--- src/rtl/rvce_pkg.sv ---
// Shared types, codes and helpers for the RV64C compressed execute block.
// Used by rvce_regfile, rvce_exec and rv64c_compressed_execute; depends on nothing.
package rvce_pkg;

  localparam int XLEN     = 64;
  localparam int NREGS    = 32;
  localparam int RIDX_W   = $clog2(NREGS);
  localparam int INSTR_W  = 16;

  // Exception codes
  localparam logic [2:0] EXC_NONE       = 3'd0;
  localparam logic [2:0] EXC_ILLEGAL    = 3'd1;
  localparam logic [2:0] EXC_LOAD_MIS   = 3'd2;
  localparam logic [2:0] EXC_STORE_MIS  = 3'd3;
  localparam logic [2:0] EXC_SEQUENCE   = 3'd4;

  // Quadrants (instruction bits 1:0)
  localparam logic [1:0] QUAD0 = 2'd0;
  localparam logic [1:0] QUAD1 = 2'd1;
  localparam logic [1:0] QUAD2 = 2'd2;

  // funct3 codes, quadrant 0
  localparam logic [2:0] F3_ADDI4SPN = 3'd0;
  localparam logic [2:0] F3_LW       = 3'd2;
  localparam logic [2:0] F3_LD       = 3'd3;
  localparam logic [2:0] F3_SW       = 3'd6;
  localparam logic [2:0] F3_SD       = 3'd7;
  // funct3 codes, quadrant 1
  localparam logic [2:0] F3_ADDI     = 3'd0;
  localparam logic [2:0] F3_ADDIW    = 3'd1;
  localparam logic [2:0] F3_LI       = 3'd2;
  localparam logic [2:0] F3_LUI      = 3'd3;
  // funct3 codes, quadrant 2
  localparam logic [2:0] F3_MVADD    = 3'd4;
  localparam logic [2:0] F3_SWSP     = 3'd6;
  localparam logic [2:0] F3_SDSP     = 3'd7;

  localparam logic [RIDX_W-1:0] REG_ZERO = 5'd0;
  localparam logic [RIDX_W-1:0] REG_SP   = 5'd2;

  localparam logic [3:0] BYTES_WORD  = 4'd4;
  localparam logic [3:0] BYTES_DWORD = 4'd8;

  // One result word
  typedef struct packed {
    logic [2:0]        exception_code;
    logic [XLEN-1:0]   mem_wdata;
    logic [3:0]        mem_bytes;
    logic [XLEN-1:0]   mem_addr;
    logic              mem_write;
    logic              mem_request;
    logic [XLEN-1:0]   reg_value;
    logic [RIDX_W-1:0] reg_index;
    logic              reg_write;
  } result_t;

  // Write-back request to the register file
  typedef struct packed {
    logic              en;
    logic [RIDX_W-1:0] idx;
    logic [XLEN-1:0]   data;
  } wb_t;

  // Outstanding load tracking
  typedef struct packed {
    logic              pending;
    logic [RIDX_W-1:0] dest;
    logic              is_word;
  } ld_state_t;

  function automatic logic [XLEN-1:0] sext32(input logic [31:0] v);
    return {{(XLEN-32){v[31]}}, v};
  endfunction

endpackage

--- src/rtl/rv64c_compressed_execute.sv ---
// Top level of the RV64C compressed execute block: input stage, register file,
// execute logic and output register. Uses rvce_pkg, rvce_regfile and rvce_exec.
//
// Usage
//   Input words arrive on s_axis. s_axis_tuser carries the action: 0 executes the
//   compressed instruction in s_axis_tdata[15:0], 1 returns the data of the
//   outstanding load in s_axis_tdata[79:16]. Every accepted word yields exactly
//   one result word on m_axis, in order, carrying the register write, the memory
//   request and the exception code.
//   Timing: the edge that takes an input word captures the word and its two
//   register-file reads in the read stage, and the edge that advances the read
//   stage loads the executed result into the output register.
//   Throughput is one word per cycle while m_axis_tready is high; the two
//   register reads of an instruction are done by the two read ports of the file in
//   the same cycle, and a result written in the cycle an operand is read is bypassed.
//   Reset clears the per-register valid bits, so every register reads zero at
//   once, with no clearing pass; no load is outstanding after reset.
//   When m_axis_tready is low the output register and the read stage hold, and
//   s_axis_tready falls once both are full. No word is dropped or repeated.
//   A load leaves its destination waiting; any instruction before the load data
//   returns is refused with a sequence error and leaves the load outstanding.
module rv64c_compressed_execute (
  input  logic         clk,
  input  logic         rst,
  input  logic         s_axis_tvalid,
  output logic         s_axis_tready,
  // [15:0] instruction, [79:16] load_data
  input  logic [79:0]  s_axis_tdata,
  // [0] action
  input  logic         s_axis_tuser,
  output logic         m_axis_tvalid,
  input  logic         m_axis_tready,
  // [0] reg_write, [5:1] reg_index, [69:6] reg_value, [70] mem_request,
  // [71] mem_write, [135:72] mem_addr, [139:136] mem_bytes,
  // [203:140] mem_wdata, [206:204] exception_code, [207] zero
  output logic [207:0] m_axis_tdata
);
  import rvce_pkg::*;

  // Read stage
  logic               s1_valid;
  logic               s1_action;
  logic [INSTR_W-1:0] s1_instr;
  logic [XLEN-1:0]    s1_ldata;

  // Output register
  result_t            out_q;

  // Load tracking
  ld_state_t          ld_state;
  ld_state_t          ld_state_next;

  logic               accept;
  logic               advance;
  logic [INSTR_W-1:0] in_instr;
  logic [RIDX_W-1:0]  addr_a;
  logic [RIDX_W-1:0]  addr_b;
  logic [XLEN-1:0]    op_a;
  logic [XLEN-1:0]    op_b;
  result_t            res;
  wb_t                wb_req;
  wb_t                wb;

  assign in_instr      = s_axis_tdata[15:0];
  assign advance       = s1_valid && (!m_axis_tvalid || m_axis_tready);
  assign s_axis_tready = !s1_valid || advance;
  assign accept        = s_axis_tvalid && s_axis_tready;

  // Operand addresses straight from the incoming instruction
  always_comb begin
    unique case (in_instr[1:0])
      QUAD0:   addr_a = (in_instr[15:13] == F3_ADDI4SPN) ? REG_SP
                                                         : {2'b01, in_instr[9:7]};
      QUAD1:   addr_a = in_instr[11:7];
      QUAD2:   addr_a = (in_instr[15:13] == F3_MVADD) ? in_instr[11:7] : REG_SP;
      default: addr_a = REG_ZERO;
    endcase
    addr_b = (in_instr[1:0] == QUAD0) ? {2'b01, in_instr[4:2]} : in_instr[6:2];
  end

  // Commit to the file only when the result moves on
  always_comb begin
    wb    = wb_req;
    wb.en = wb_req.en && advance;
  end

  rvce_regfile u_regfile (
    .clk       (clk),
    .rst       (rst),
    .rd_en     (accept),
    .rd_addr_a (addr_a),
    .rd_addr_b (addr_b),
    .rd_data_a (op_a),
    .rd_data_b (op_b),
    .wb        (wb)
  );

  rvce_exec u_exec (
    .action  (s1_action),
    .instr   (s1_instr),
    .ldata   (s1_ldata),
    .op_a    (op_a),
    .op_b    (op_b),
    .ld_cur  (ld_state),
    .res     (res),
    .wb      (wb_req),
    .ld_next (ld_state_next)
  );

  // Control: stage valids and load tracking
  always_ff @(posedge clk) begin
    if (rst) begin
      s1_valid      <= 1'b0;
      m_axis_tvalid <= 1'b0;
      ld_state      <= '0;
    end else begin
      if (accept) begin
        s1_valid <= 1'b1;
      end else if (advance) begin
        s1_valid <= 1'b0;
      end
      if (advance) begin
        m_axis_tvalid <= 1'b1;
        ld_state      <= ld_state_next;
      end else if (m_axis_tready) begin
        m_axis_tvalid <= 1'b0;
      end
    end
  end

  // Payload: hold while stalled
  always_ff @(posedge clk) begin
    if (accept) begin
      s1_action <= s_axis_tuser;
      s1_instr  <= in_instr;
      s1_ldata  <= s_axis_tdata[79:16];
    end
    if (advance) begin
      out_q <= res;
    end
  end

  assign m_axis_tdata = {1'b0, out_q};

  // A held word in the read stage keeps its instruction
  a_s1_hold: assert property (@(posedge clk) disable iff (rst)
    (s1_valid && !advance) |=> (s1_valid && $stable(s1_instr)))
    else $error("read stage lost or changed a held word");

  // An issued read leaves a load outstanding
  a_load_tracked: assert property (@(posedge clk) disable iff (rst)
    (advance && res.mem_request && !res.mem_write) |=> ld_state.pending)
    else $error("load issued without being tracked");

  // Never write x0
  a_no_x0_write: assert property (@(posedge clk) disable iff (rst)
    wb.en |-> (wb.idx != REG_ZERO))
    else $error("write to x0 reached the register file");

  // A request never carries an exception
  a_req_clean: assert property (@(posedge clk) disable iff (rst)
    (m_axis_tvalid && out_q.mem_request) |-> (out_q.exception_code == EXC_NONE))
    else $error("memory request issued together with an exception");

  // Load data while a load is outstanding clears it and writes the file
  a_load_return: assert property (@(posedge clk) disable iff (rst)
    (advance && s1_action && ld_state.pending) |=> !ld_state.pending)
    else $error("load return did not clear the outstanding load");

endmodule

--- src/rtl/rvce_regfile.sv ---
// Register file: 32 x 64 memory, two registered read ports, one write port.
// Per-entry valid bits give the all-zero reset; same-edge writes bypass. Uses rvce_pkg.
module rvce_regfile (
  input  logic                        clk,
  input  logic                        rst,
  input  logic                        rd_en,
  input  logic [rvce_pkg::RIDX_W-1:0] rd_addr_a,
  input  logic [rvce_pkg::RIDX_W-1:0] rd_addr_b,
  output logic [rvce_pkg::XLEN-1:0]   rd_data_a,
  output logic [rvce_pkg::XLEN-1:0]   rd_data_b,
  input  rvce_pkg::wb_t               wb
);
  import rvce_pkg::*;

  logic [XLEN-1:0]  mem [NREGS];
  logic [NREGS-1:0] vld;
  logic [XLEN-1:0]  q_a;
  logic [XLEN-1:0]  q_b;
  logic             vq_a;
  logic             vq_b;
  logic             hit_a;
  logic             hit_b;
  logic [XLEN-1:0]  wd_q;

  always_ff @(posedge clk) begin
    if (wb.en) begin
      mem[wb.idx] <= wb.data;
    end
    if (rd_en) begin
      q_a <= mem[rd_addr_a];
      q_b <= mem[rd_addr_b];
    end
  end

  // Valid bits and bypass flags
  always_ff @(posedge clk) begin
    if (rst) begin
      vld   <= '0;
      vq_a  <= 1'b0;
      vq_b  <= 1'b0;
      hit_a <= 1'b0;
      hit_b <= 1'b0;
    end else begin
      if (wb.en) begin
        vld[wb.idx] <= 1'b1;
      end
      if (rd_en) begin
        vq_a  <= vld[rd_addr_a];
        vq_b  <= vld[rd_addr_b];
        hit_a <= wb.en && (wb.idx == rd_addr_a);
        hit_b <= wb.en && (wb.idx == rd_addr_b);
      end
    end
  end

  always_ff @(posedge clk) begin
    if (wb.en) begin
      wd_q <= wb.data;
    end
  end

  assign rd_data_a = hit_a ? wd_q : (vq_a ? q_a : '0);
  assign rd_data_b = hit_b ? wd_q : (vq_b ? q_b : '0);

endmodule

--- src/rtl/rvce_exec.sv ---
// Execute stage: decodes one compressed instruction or load return word against
// the operands read from rvce_regfile. Pure logic; uses rvce_pkg.
module rvce_exec (
  input  logic                         action,
  input  logic [rvce_pkg::INSTR_W-1:0] instr,
  input  logic [rvce_pkg::XLEN-1:0]    ldata,
  input  logic [rvce_pkg::XLEN-1:0]    op_a,
  input  logic [rvce_pkg::XLEN-1:0]    op_b,
  input  rvce_pkg::ld_state_t          ld_cur,
  output rvce_pkg::result_t            res,
  output rvce_pkg::wb_t                wb,
  output rvce_pkg::ld_state_t          ld_next
);
  import rvce_pkg::*;

  logic [2:0]        f3;
  logic [RIDX_W-1:0] rdf;
  logic [RIDX_W-1:0] rs2f;
  logic [RIDX_W-1:0] rdp;
  logic [XLEN-1:0]   imm6;
  logic [6:0]        offw;
  logic [7:0]        offd;
  logic [9:0]        nz;
  logic [9:0]        raw16;
  logic [7:0]        offswsp;
  logic [8:0]        offsdsp;
  logic [XLEN-1:0]   sum_w;

  assign f3      = instr[15:13];
  assign rdf     = instr[11:7];
  assign rs2f    = instr[6:2];
  assign rdp     = {2'b01, instr[4:2]};
  assign imm6    = {{(XLEN-6){instr[12]}}, instr[12], instr[6:2]};
  assign offw    = {instr[5], instr[12:10], instr[6], 2'b00};
  assign offd    = {instr[6:5], instr[12:10], 3'b000};
  assign nz      = {instr[10:7], instr[12:11], instr[5], instr[6], 2'b00};
  assign raw16   = {instr[12], instr[4:3], instr[5], instr[2], instr[6], 4'b0000};
  assign offswsp = {instr[8:7], instr[12:9], 2'b00};
  assign offsdsp = {instr[9:7], instr[12:10], 3'b000};
  assign sum_w   = op_a + imm6;

  logic              do_wr;
  logic [RIDX_W-1:0] wr_idx;
  logic [XLEN-1:0]   wr_val;
  logic              do_mem;
  logic              is_store;
  logic              is_dw;
  logic [XLEN-1:0]   maddr;
  logic [XLEN-1:0]   mdata;
  logic              misal;
  logic [2:0]        exc;

  always_comb begin
    res      = '0;
    wb       = '0;
    ld_next  = ld_cur;
    do_wr    = 1'b0;
    wr_idx   = REG_ZERO;
    wr_val   = '0;
    do_mem   = 1'b0;
    is_store = 1'b0;
    is_dw    = 1'b0;
    maddr    = '0;
    mdata    = op_b;
    misal    = 1'b0;
    exc      = EXC_NONE;

    if (action) begin
      if (!ld_cur.pending) begin
        exc = EXC_SEQUENCE;
      end else begin
        do_wr           = 1'b1;
        wr_idx          = ld_cur.dest;
        wr_val          = ld_cur.is_word ? sext32(ldata[31:0]) : ldata;
        ld_next.pending = 1'b0;
      end
    end else if (ld_cur.pending) begin
      exc = EXC_SEQUENCE;
    end else begin
      unique case (instr[1:0])
        QUAD0: begin
          unique case (f3) inside
            F3_ADDI4SPN: begin
              if (nz == '0) begin
                exc = EXC_ILLEGAL;
              end else begin
                do_wr  = 1'b1;
                wr_idx = rdp;
                wr_val = op_a + {{(XLEN-10){1'b0}}, nz};
              end
            end
            F3_LW, F3_SW: begin
              do_mem   = 1'b1;
              is_store = (f3 == F3_SW);
              maddr    = op_a + {{(XLEN-7){1'b0}}, offw};
            end
            F3_LD, F3_SD: begin
              do_mem   = 1'b1;
              is_dw    = 1'b1;
              is_store = (f3 == F3_SD);
              maddr    = op_a + {{(XLEN-8){1'b0}}, offd};
            end
            default: exc = EXC_ILLEGAL;
          endcase
        end
        QUAD1: begin
          unique case (f3)
            F3_ADDI: begin
              do_wr  = 1'b1;
              wr_idx = rdf;
              wr_val = sum_w;
            end
            F3_ADDIW: begin
              if (rdf == REG_ZERO) begin
                exc = EXC_ILLEGAL;
              end else begin
                do_wr  = 1'b1;
                wr_idx = rdf;
                wr_val = sext32(sum_w[31:0]);
              end
            end
            F3_LI: begin
              if (rdf == REG_ZERO) begin
                exc = EXC_ILLEGAL;
              end else begin
                do_wr  = 1'b1;
                wr_idx = rdf;
                wr_val = imm6;
              end
            end
            F3_LUI: begin
              if (rdf == REG_SP) begin
                if (raw16 == '0) begin
                  exc = EXC_ILLEGAL;
                end else begin
                  do_wr  = 1'b1;
                  wr_idx = REG_SP;
                  wr_val = op_a + {{(XLEN-10){raw16[9]}}, raw16};
                end
              end else if (rdf == REG_ZERO || imm6 == '0) begin
                exc = EXC_ILLEGAL;
              end else begin
                do_wr  = 1'b1;
                wr_idx = rdf;
                wr_val = {imm6[XLEN-13:0], 12'h000};
              end
            end
            default: exc = EXC_ILLEGAL;
          endcase
        end
        QUAD2: begin
          unique case (f3)
            F3_MVADD: begin
              if (rs2f == REG_ZERO) begin
                exc = EXC_ILLEGAL;
              end else begin
                do_wr  = 1'b1;
                wr_idx = rdf;
                wr_val = instr[12] ? (op_a + op_b) : op_b;
              end
            end
            F3_SWSP: begin
              do_mem   = 1'b1;
              is_store = 1'b1;
              maddr    = op_a + {{(XLEN-8){1'b0}}, offswsp};
            end
            F3_SDSP: begin
              do_mem   = 1'b1;
              is_store = 1'b1;
              is_dw    = 1'b1;
              maddr    = op_a + {{(XLEN-9){1'b0}}, offsdsp};
            end
            default: exc = EXC_ILLEGAL;
          endcase
        end
        default: exc = EXC_ILLEGAL;
      endcase
    end

    // Memory access: check natural alignment, then issue
    if (do_mem) begin
      misal        = is_dw ? (maddr[2:0] != 3'b000) : (maddr[1:0] != 2'b00);
      res.mem_addr = maddr;
      if (misal) begin
        exc = is_store ? EXC_STORE_MIS : EXC_LOAD_MIS;
      end else begin
        res.mem_request = 1'b1;
        res.mem_write   = is_store;
        res.mem_bytes   = is_dw ? BYTES_DWORD : BYTES_WORD;
        if (is_store) begin
          res.mem_wdata = is_dw ? mdata : {32'h0, mdata[31:0]};
        end else begin
          ld_next.pending = 1'b1;
          ld_next.dest    = rdp;
          ld_next.is_word = !is_dw;
        end
      end
    end

    // Drop writes to x0
    if (do_wr && wr_idx != REG_ZERO) begin
      res.reg_write = 1'b1;
      res.reg_index = wr_idx;
      res.reg_value = wr_val;
      wb.en         = 1'b1;
      wb.idx        = wr_idx;
      wb.data       = wr_val;
    end

    res.exception_code = exc;
  end

endmodule

--- config.mk ---
export PLATFORM = sky130hd
export DESIGN_NAME = rv64c_compressed_execute
export DESIGN_NICKNAME = d
export VERILOG_FILES = /design/src/rtl/rvce_pkg.sv /design/src/rtl/rv64c_compressed_execute.sv /design/src/rtl/rvce_regfile.sv /design/src/rtl/rvce_exec.sv
export SDC_FILE = /design/constraint.sdc
export NUM_CORES = 2
export LEC_CHECK = 0
export BUFFER_PORTS_ARGS = -buffer_cell sky130_fd_sc_hd__buf_2
export CAP_MARGIN = 20
export CORE_ASPECT_RATIO = 1.25
export CORE_MARGIN = 10
export CORE_UTILIZATION = 50
export DETAILED_ROUTE_END_ITERATION = 6
export PLACE_DENSITY = 0.66
export SLEW_MARGIN = 25
export SYNTH_ARGS = -nofsm -noshare
export SYNTH_HDL_FRONTEND = slang
export SYNTH_SLANG_ARGS = --single-unit
--- constraint.sdc ---
create_clock -name clk -period 10.8 [get_ports clk]
set_input_delay 0.54 -clock clk [delete_from_list [all_inputs] [get_ports clk]]
set_output_delay 0.54 -clock clk [all_outputs]
set_load 0.05 [all_outputs]
==> flow_summary.ini <==
[timing]
rsz0062_at_grt = no
period_share_pct = 68.99
slew_headroom_pct = 15.58
finalMaxSlewViolations = 0
fin_worst_skew_ns = 0.07528
tightest_slew_ns = 1.253
fin_crit_ns = 7.451
setup_tns_ns = 0
finalHoldViolCount = 0
setup_viol = 0
fmax_mhz = 134.2

[synth]
ys_top_cells_by_area = edfxtp_1 58%, mux4_2 19%, nand2_1 3.3%, nand3_1 1.7%, a21oi_1 1.5%
yosysWarnings = 0
synth_compound_area_share_pct = 8.130
synth_area_um2 = 131500
yosys.area_share.adder_pct = 1.553
synth_edf_count = 2526
synth_xor_area_share_pct = 1.412
muxShareOfSynthArea_pct = 19.67
seq_area_frac_synth_pct = 58.36
synth_top_area_share_pct = 57.69
synth-seq-cells = 2570
async_flop_share_pct = 0
synth-main-ff-cell = edfxtp_1
synth_largest_area_cell = edfxtp_1
syn_inst = 9079
ys_types = 93
avgSynthCellArea_um2 = 14.48
synth-simple-area-share_pct = 8.586
synth_top_family_by_area = multiplexers

[global_routing]
grt_usage_pct = 35.93
grt_antenna_before_repair = 38
overflow = 0
grt_pass1_vias = 90490
grt_pass1_wl_um = 719000
grt_max_degree = 140

[power_and_ir_drop]
finalPower_uw = 22330
leakagePower_uw = 0.04682
powerDensity_nw_per_um2 = 151.0
peakVddDrop_v = 0.0001408

[critical_path]
reg2reg_to = u_regfile.wd_q[63]
crit_path_end_kind = flip-flop
crit_start = u_regfile.hit_a
crit_fanout = 139
startpoint_type = flip-flop
r2r_cells = 15
rrSetupSlack_ns = 3.35
cp-endpoint = u_regfile.wd_q[63]
cp_data_required_time_ns = 11.39
worstPathArrival_ns = 8.04
path_class = flip-flop to flip-flop
r2r_start = u_regfile.hit_a

[clocking]
clock_sinks = 2570
clockRootBuffer = clkbuf_16
htree_num_levels = 4
ctsResizeCount = 0
cts_buffers = 248
cts_buffer_depth = 4
path_clk_slew_ns = 0.07
clkLatencyLatePin_ns = 0.94
cts_tree = done

[drt]
vias_per_cell = 7.076
drcViolationCount = 0
ant_nets = 0
drt-pass1-iter-count = 7
wirelength_um = 522700
drtIter0Drc = 13030
num_vias = 93090
wl_per_cell_um = 39.74

[flow_run]
drv_cap = 0

[place]
portBuffers = 291
dp_hpwl_um = 345800
globalplace.congestion = 1.072

[floorplanning]
coreArea_um2 = 261700
die_y_um = 593.4
dieWidth_um = 478.7
start_util_pct = 50.24
die_area_um2 = 284000
ios = 295
rows = 210

[cells_and_area]
layout.nets = 9694
syn2layout_area_growth_pct = 12.53
layout-drive-gt1-share_pct = 24.35
post-route-util_pct = 56.54
nFillCells = 20610

[outcome]
status = completed

[min_path]
min_path_type = input port to flip-flop
cells by family after synthesis:
group | after synthesis
AO/OA/AOI/OAI | 1622
XOR/XNOR | 212
adder cells (fa/ha/maj) | 159
buffers and inverters | 792
flip-flops | 2570
multiplexers | 1190
other | 1
AND/OR/NAND/NOR | 2533
power breakdown:
| group | internal, uW | switching (uW) | leakage, uW |
|---|---|---|---|
| Clock | 5060 | 3860 | 0.00397 |
| Sequential | 11000 | 77.9 | 0.0223 |
| Combinational | 740 | 1640 | 0.0206 |
cell type report:
cell class	count	area, um^2	share of cell area [%]
inverters	149	576.8	0.3898
clock inverters	157	1713	1.158
repair buffers	698	5159	3.487
clock buffers	287	6437	4.351
diodes	13	32.53	0.02199
flip-flops and latches	2570	76740	51.87
multi-input cells	5783	52920	35.77
well taps	3498	4377	2.958
stage by stage:
stage,hold WS (ns),area (um^2),setup slack (ns),std cells
2_1_floorplan,0.4318,131700,1.100,9145
3_3_place_gp,0.4475,138800,3.506,12610
3_5_place_dp,0.4569,138900,3.443,12620
4_1_cts,0.1175,147900,3.424,13140
5_1_grt,0.1330,147900,3.220,13140
6_report,0.1647,148000,3.349,13160
placed cells by master (no fill, tap or decap), types with 33 or more instances in the layout:
cell type	synthesis	layout
a22o_1	50	49
a22oi_1	92	92
a21o_1	85	83
a21oi_1	383	370
dfxtp_1	44	41
nor2_1	451	408
o221ai_1	47	47
nor2b_1	67	65
a221oi_1	68	50
xnor2_1	131	131
mux2_2	71	71
a31oi_1	56	52
clkinv_2	0	42
buf_2	14	288
nand3_1	437	437
nor2_4	0	35
conb_1	1	67
ha_1	152	152
nand2_1	1163	1158
a311oi_1	85	85
clkbuf_16	0	252
a211oi_1	56	48
xor2_1	81	81
edfxtp_1	2526	2526
clkinv_1	2	53
clkbuf_1	458	35
mux4_2	1108	1108
buf_4	5	287
o21bai_1	39	38
o22ai_1	56	54
dlygate4sd3_1	0	79
o21ai_0	367	333
and3_1	63	63
nand4_1	69	69
inv_1	146	144
nor3_1	92	85
bufinv_16	0	34
o21a_1	35	33
per-layer routing:
layer | GRT usage (%) | share of wire [%]
met4 | 19.74 | 7.0
met3 | 7.827 | 11
met2 | 57.86 | 47
met5 | 0 | 0.014
met1 | 45.56 | 35
critical path, stage by stage (launching register included):
cell and delay [ns]:
dfxtp_4 0.52, buf_12 0.39, nand3b_1 0.18, and2_1 0.35
inv_1 0.16, ha_1 0.63, nand4_1 0.36, or3_1 0.50
nor3_1 0.86, nand4_1 0.65, nor2_1 0.76, nor2_1 0.12
xnor2_1 0.16, o22a_1 0.22, a21oi_1 0.35, or3b_2 0.68
synth_stat cells (16+ instances only):
| master | count |
|---|---|
| o221ai_1 | 47 |
| and2_1 | 29 |
| o22ai_1 | 56 |
| or3_1 | 22 |
| edfxtp_1 | 2526 |
| mux2_2 | 71 |
| o21bai_1 | 39 |
| a22oi_1 | 92 |
| nor2_1 | 451 |
| inv_1 | 146 |
| dfxtp_1 | 44 |
| o211ai_1 | 27 |
| and3_1 | 63 |
| mux4_2 | 1108 |
| ha_1 | 152 |
| o21ai_0 | 367 |
| o21a_1 | 35 |
| a21o_1 | 85 |
| a22o_1 | 50 |
| nand4_1 | 69 |
| clkbuf_1 | 458 |
| a31o_2 | 16 |
| nand2b_1 | 32 |
| xnor2_1 | 131 |
| a221oi_1 | 68 |
| nor3_1 | 92 |
| buf_1 | 166 |
| nor4_1 | 24 |
| nor2b_1 | 67 |
| nand2_1 | 1163 |
| nand3_1 | 437 |
| a311oi_1 | 85 |
| o31ai_1 | 28 |
| a31oi_1 | 56 |
| a21oi_1 | 383 |
| a211oi_1 | 56 |
| xor2_1 | 81 |
how the worst min path moves through the flow:
stage                     from          end  slack [ns]  cells after the start
5_1_grt        s_axis_tdata[0]  s1_instr[0]        0.13                      1
4_1_cts        s_axis_tdata[0]  s1_instr[0]        0.12                      1
3_3_place_gp       ld_state[4]  ld_state[4]        0.45                      2
2_1_floorplan      ld_state[4]  ld_state[4]        0.43                      2
6_report       s_axis_tdata[0]  s1_instr[0]        0.16                      1
3_5_place_dp       ld_state[4]  ld_state[4]        0.46                      2
registers in the layout, indices dropped and copies added, names as in the netlist:
register / count
s1_action: 1
u_regfile.vq_b: 1
u_regfile.vld: 32
u_regfile.q_b: 64
s1_ldata: 64
s1_instr: 16
u_regfile.hit_b: 1
m_axis_tvalid: 1
u_regfile.wd_q: 64
s1_valid: 1
u_regfile.mem: 2048
u_regfile.q_a: 64
u_regfile.hit_a: 1
ld_state: 6
u_regfile.vq_a: 1
m_axis_tdata: 205
repair_timing:
action | 4_1_cts | 5_1_grt
hold buffers | 79 | 0
endpoints found under the hold margin | 79 | 0
buffers inserted | 0 | 0
Note: power is estimated with default switching activity, not from simulation.
